===== config.mk =====
export PLATFORM = sky130hd
export DESIGN_NAME = spq_cell
export DESIGN_NICKNAME = d
export VERILOG_FILES = /design/src/hw/rtl/stable_priority_queue_macros.svh /design/src/hw/rtl/spq_pkg.sv /design/src/hw/rtl/spq_cell.sv
export SDC_FILE = /design/constraint.sdc
export NUM_CORES = 1
export LEC_CHECK = 0
export BUFFER_PORTS_ARGS = -buffer_cell sky130_fd_sc_hd__buf_2
export CORE_AREA = 2 2 136 138
export CTS_CLUSTER_DIAMETER = 120
export DETAILED_ROUTE_END_ITERATION = 10
export DIE_AREA = 0 0 138 140
export SYNTH_ARGS = -nofsm -noshare
export SYNTH_HDL_FRONTEND = slang
export SYNTH_SLANG_ARGS = --single-unit
export TNS_END_PERCENT = 10

===== constraint.sdc =====
create_clock -name clock -period 12.1 [get_ports clock]
set_clock_uncertainty 0.1 [all_clocks]
set_input_delay 2.42 -clock clock [delete_from_list [all_inputs] [get_ports clock]]
set_output_delay 2.42 -clock clock [all_outputs]
set_load 0.1 [all_outputs]

===== src/hw/rtl/stable_priority_queue_macros.svh =====
// Assertion macros for the stable priority queue.
// Included by the top level; no other dependencies.
`ifndef STABLE_PRIORITY_QUEUE_MACROS_SVH
`define STABLE_PRIORITY_QUEUE_MACROS_SVH

// same-cycle implication, disabled during reset
`define SPQ_ASSERT_NOW(label, clk, rst, ante, cons) \
   label: assert property (@(posedge clk) disable iff (rst) (ante) |-> (cons)) \
      else $error("spq check failed");

// next-cycle implication, disabled during reset
`define SPQ_ASSERT_NEXT(label, clk, rst, ante, cons) \
   label: assert property (@(posedge clk) disable iff (rst) (ante) |=> (cons)) \
      else $error("spq check failed");

`endif


===== src/hw/rtl/spq_pkg.sv =====
// Shared types and constants of the stable priority queue.
// No dependencies.
package spq_pkg;

   localparam int PRIO_W  = 32;
   localparam int COUNT_W = 7;

   localparam logic CMD_INSERT = 1'b0;
   localparam logic CMD_REMOVE = 1'b1;

   typedef enum logic [2:0] {
      ST_OK    = 3'd0,
      ST_EMPTY = 3'd1,
      ST_DUP   = 3'd2,
      ST_FULL  = 3'd3,
      ST_NULL  = 3'd4
   } spq_status_type;

   typedef struct packed {
      logic ins;
      logic rem;
   } spq_ctrl_type;

   typedef struct packed {
      logic valid;
      logic precedes;
      logic hit;
   } spq_cell_stat_type;

endpackage


===== src/hw/rtl/spq_cell.sv =====
// One cell of the sorted entry chain: holds one entry and its valid bit.
// Depends on spq_pkg.
module spq_cell #(
   parameter int TAG_BITS  = 16,
   parameter int KIND_BITS = 8
) (
   input  logic                                clock,
   input  logic                                reset,
   input  spq_pkg::spq_ctrl_type               ctrl,
   input  logic [TAG_BITS-1:0]                 new_tag,
   input  logic [KIND_BITS-1:0]                new_kind,
   input  logic signed [spq_pkg::PRIO_W-1:0]   new_prio,
   input  logic                                left_valid,
   input  logic                                left_precedes,
   input  logic [TAG_BITS-1:0]                 left_tag,
   input  logic [KIND_BITS-1:0]                left_kind,
   input  logic signed [spq_pkg::PRIO_W-1:0]   left_prio,
   input  logic                                right_valid,
   input  logic [TAG_BITS-1:0]                 right_tag,
   input  logic [KIND_BITS-1:0]                right_kind,
   input  logic signed [spq_pkg::PRIO_W-1:0]   right_prio,
   output spq_pkg::spq_cell_stat_type          stat,
   output logic [TAG_BITS-1:0]                 tag,
   output logic [KIND_BITS-1:0]                kind,
   output logic signed [spq_pkg::PRIO_W-1:0]   prio
);

   logic                               valid_ff, valid_in;
   logic [TAG_BITS-1:0]                tag_ff, tag_in;
   logic [KIND_BITS-1:0]               kind_ff, kind_in;
   logic signed [spq_pkg::PRIO_W-1:0]  prio_ff, prio_in;
   logic                               precedes;

   assign precedes = !valid_ff || (new_prio < prio_ff) ||
                     ((new_prio == prio_ff) && (new_kind < kind_ff));

   always_comb begin
      priority if (ctrl.rem) begin
         valid_in = right_valid;
         tag_in   = right_tag;
         kind_in  = right_kind;
         prio_in  = right_prio;
      end else if (ctrl.ins && precedes && left_precedes) begin
         valid_in = left_valid;
         tag_in   = left_tag;
         kind_in  = left_kind;
         prio_in  = left_prio;
      end else if (ctrl.ins && precedes) begin
         valid_in = 1'b1;
         tag_in   = new_tag;
         kind_in  = new_kind;
         prio_in  = new_prio;
      end else begin
         valid_in = valid_ff;
         tag_in   = tag_ff;
         kind_in  = kind_ff;
         prio_in  = prio_ff;
      end
   end

   always_ff @(posedge clock) begin
      if (reset) begin
         valid_ff <= 1'b0;
      end else begin
         valid_ff <= valid_in;
      end
      tag_ff  <= tag_in;
      kind_ff <= kind_in;
      prio_ff <= prio_in;
   end

   assign stat.valid    = valid_ff;
   assign stat.precedes = precedes;
   assign stat.hit      = valid_ff && (tag_ff == new_tag);
   assign tag  = tag_ff;
   assign kind = kind_ff;
   assign prio = prio_ff;

endmodule


Word level (Yosys, flattened, before mapping):

Cells that the tools add are included.

* reductions and logical operators: 8
* $lt $le $gt $ge: 2
* eq/ne operators: 2
* muxes and demuxes: 12

Operators with widths (number)
* $mux W32: 3
* $mux W16: 3
* $eq A32 B32 Y1: 1
* $lt A32 B32 Y1: 1
* $mux W8: 3
* $eq A16 B16 Y1: 1
* $lt A8 B8 Y1: 1
* $logic_and A1 B1 Y1: 4
* $mux W1: 3
* $reduce_bool A3 Y1: 1
* $logic_or A1 B1 Y1: 2
* $logic_not A1 Y1: 1

* word-level logic and storage cells: 28
* register bits after elaboration: 57
* output and inout bits: 59

Logic depth before layout (Yosys ltp):

* depth after elaboration: 7
* depth in mapped cells: 12
* mapped depth without buffers: 9

Worst setup path after synthesis:

OpenSTA, ideal clock, no wires.

* kind: input to output
* start: in new_tag[12]
* end: out stat[0] in the netlist's numbering
* path buffers: 0
* arrival time: 5.839 ns
* stages: 4
* path slack: 3.741 ns
* required time: 9.580 ns
* path through: xor2_1 > nor4_1 > nand4_1 > nor4_1

RTL lines
* start: declaration: RTL line spq_cell.sv:10 `input logic [TAG_BITS-1:0] new_tag,`
* end: declaration: RTL line spq_cell.sv:22 `output spq_pkg::spq_cell_stat_type stat,`

==> out/qor.yml <==
status: "completed"
hold_start: "valid_ff"
core_area_sq_um: 17780
peakVddDrop_mv: 0.06736
cts_made_buffers: 9
areaGrowthSynthToFinish_pct: 29.33
cts_hold_buf: 0
yosysMostFrequentCell: "nand2_1"
path_max_fanout: 59
hold-path-endpoint: "valid_ff"
busiest_layer: "met2"
cts_sinks: 57
grt_use_met3_pct: 3.726
post_drt_wl_per_cell_microns: 17.68
synth-seq-cells: 57
setup_viol: 0
setup_slack_ns: 4.290
ctsResizeCount: 0
yosysTopAreaCell: "edfxtp_1"
initial_core_util_pct: 29.63
rrSetupSlack_ns: 7.72
postRouteAntennaNets: 0
syn_nets: 773
cts-root-buf: "clkbuf_16"
fin_util_pct: 38.33
htree_num_levels: 3
end_kind: "output port"
p_leak_nw: 3.031
finalMaxSlewViolations: 0
avgSynthCellArea_sq_um: 9.425
maxSlewHeadroom_pct: 37.74
avgViaCountPerCell: 5.047
p_sw_w: 0.0003843
io_buffers: 233
vias: 5012
rsz0062_at_grt: "false"
grt.overflow.total: 0
grt_max_degree: 95
clock_power_share_pct: 28.4
worstMarginPinSlew_ns: 0.9339
seq_area_frac_synth_pct: 32.30
comb_power_share_pct: 42.0
pin_count: 234
drv_cap: 0
cp.arrival_ns: 5.29
drc_errors: 0
seqPwrFrac_pct: 29.6
rr_startpoint: "prio[31]"
required_ns: 9.58
synth_top_area_share_pct: 31.92
grt_usage_pct: 17.57
finalNetCount: 972
power_density_nw_per_um2: 128.8
ys_async_sr_fraction_pct: 0
hold_class: "flop to flop"
syn-cell-area_sq_um: 5269
fp-row-count: 49
power.total_w: 0.0008778
yosysWarnings: 0
grt_pass1_vias: 5043
place_congestion: 0.8588
antenna_found_initial: 3
crit_type: "input pin to output port"
clock_latency_ns: 0.33
cts_tree: "built"
synth_ff_type: "edfxtp_1"
place_ws_ns: 4.266
grt.met1_usage_pct: 22.86
synthDistinctLibCells: 46
wl_mm: 17.55
hold_depth: 3
synth_area_leaders: "edfxtp_1, o211ai_2, ha_1, nor2b_1, nand2b_1"
finalCritPeriodShare_pct: 64.55
design.die.area_sq_um: 19320
finalHoldViolations: 0
cp-start-kind: "input pin"
drive_above_1_share_pct: 39.76
synth_edf_count: 56
grt_pass1_wl_mm: 27.05
synthTopCellsByCount: "nand2_1, nor2b_1, edfxtp_1, nand2b_1, inv_1"
use_met2_pct: 29.08
setup_tns_ns: 0
clock.fmax_mhz: 128.0
cts.clk_slew.worst_paths_ns: 0.06
drtIter0Drc: 163
die_w_microns: 138
postSynthCellCount: 559
post-cts-setup-buffer-count: 0
switching_share_pct: 43.79
period_minus_slack_ns: 7.810
p_int_w: 0.0004934
die_h_microns: 140
hpwl_mm: 12.39
drt-pass1-iter-count: 5
reg2reg_depth: 9
cts_buffer_depth: 2
rr_endpoint: "tag[15]"
==> worst max-delay path, cell delays in order <==
cell	delay, ns
buf_2	0.11
ha_1	0.32
nand4_1	0.11
or4_1	0.57
a2111oi_2	0.23
nand2_1	0.14
o21ai_4	0.14
buf_4	0.55
or3_1	0.23
buf_2	0.43
==> placed cells by master, fill, tap and decap left out, types with 3 or more instances in the layout <==
cell       instances
a21oi_1           11
buf_2            232
buf_4              7
clkbuf_16          9
clkinv_2           3
edfxtp_1          56
ha_1              39
inv_1             42
nand2_1           66
nand2b_1          56
nand3_1            3
nand4_1           11
nor2b_1           60
o211ai_1          17
o211ai_2          40
o21ai_0            3
o311ai_0          27
o311ai_1          30
xnor2_1           12
xor2_1             4
==> registers in the layout, indices dropped and copies added (netlist names) <==
name	flops
valid_ff	1
prio	32
kind	8
tag	16
==> per-layer routing <==
metal	up-vias	share of wire, %
met3	21	6.5
met5	-	0.091
met2	176	47
met4	2	1.9
met1	2347	44
li1	2466	-
==> layout make-up <==
cell class | count | area, sq um
Clock buffer | 11 | 232.7
Fill cell | 1865 | 10970
Sequential cell | 57 | 1702
Clock inverter | 4 | 45.04
Multi-Input combinational cell | 409 | 3172
Timing Repair Buffer | 239 | 1214
Tap cell | 229 | 286.5
Antenna cell | 2 | 5.005
Inverter | 42 | 157.7
==> per-stage QoR <==
stage,cell area [sq um],hold WS (ns),std cells
after CTS,6809,0.6520,991
after detailed placement,6531,0.6467,976
after global routing,6812,0.7221,992
final,6814,0.6246,993
after floorplan,5269,0.5089,559
after global placement,6531,0.6365,976
==> worst max-delay path by stage <==
stage | depth (start not counted) | slack, ns | to | start
global route | 10 | 4.12 | stat[1] | new_prio[10]
CTS | 10 | 4.26 | stat[1] | new_prio[10]
finish | 10 | 4.29 | stat[1] | new_prio[10]
global placement | 10 | 4.35 | stat[1] | new_prio[10]
floorplan | 4 | 3.74 | stat[0] | new_tag[12]
detailed placement | 10 | 4.27 | stat[1] | new_prio[10]
==> power groups by stage <==
stage	registers (W)	logic, W	clock network, W
floorplan	0.000419	0.000128	0
CTS	0.000260	0.000371	0.000258
global placement	0.000264	0.000370	0
global route	0.000263	0.000394	0.000266
finish	0.000260	0.000369	0.000249
detailed placement	0.000264	0.000371	0
==> cell families (layout without fill, tap and decap cells) <==
| kind of cell | after synthesis | in the layout | synth area share [%] |
|---|---|---|---|
| buffers and inverters | 93 | 296 | 7.718 |
| AO/OA/AOI/OAI | 146 | 146 | 26.19 |
| other | 0 | 2 | 0 |
| flip-flops | 57 | 57 | 32.30 |
| adder cells (fa/ha/maj) | 39 | 39 | 9.261 |
| AND/OR/NAND/NOR | 208 | 208 | 21.87 |
| XOR/XNOR | 16 | 16 | 2.660 |
(Power assumes the default switching activity.)
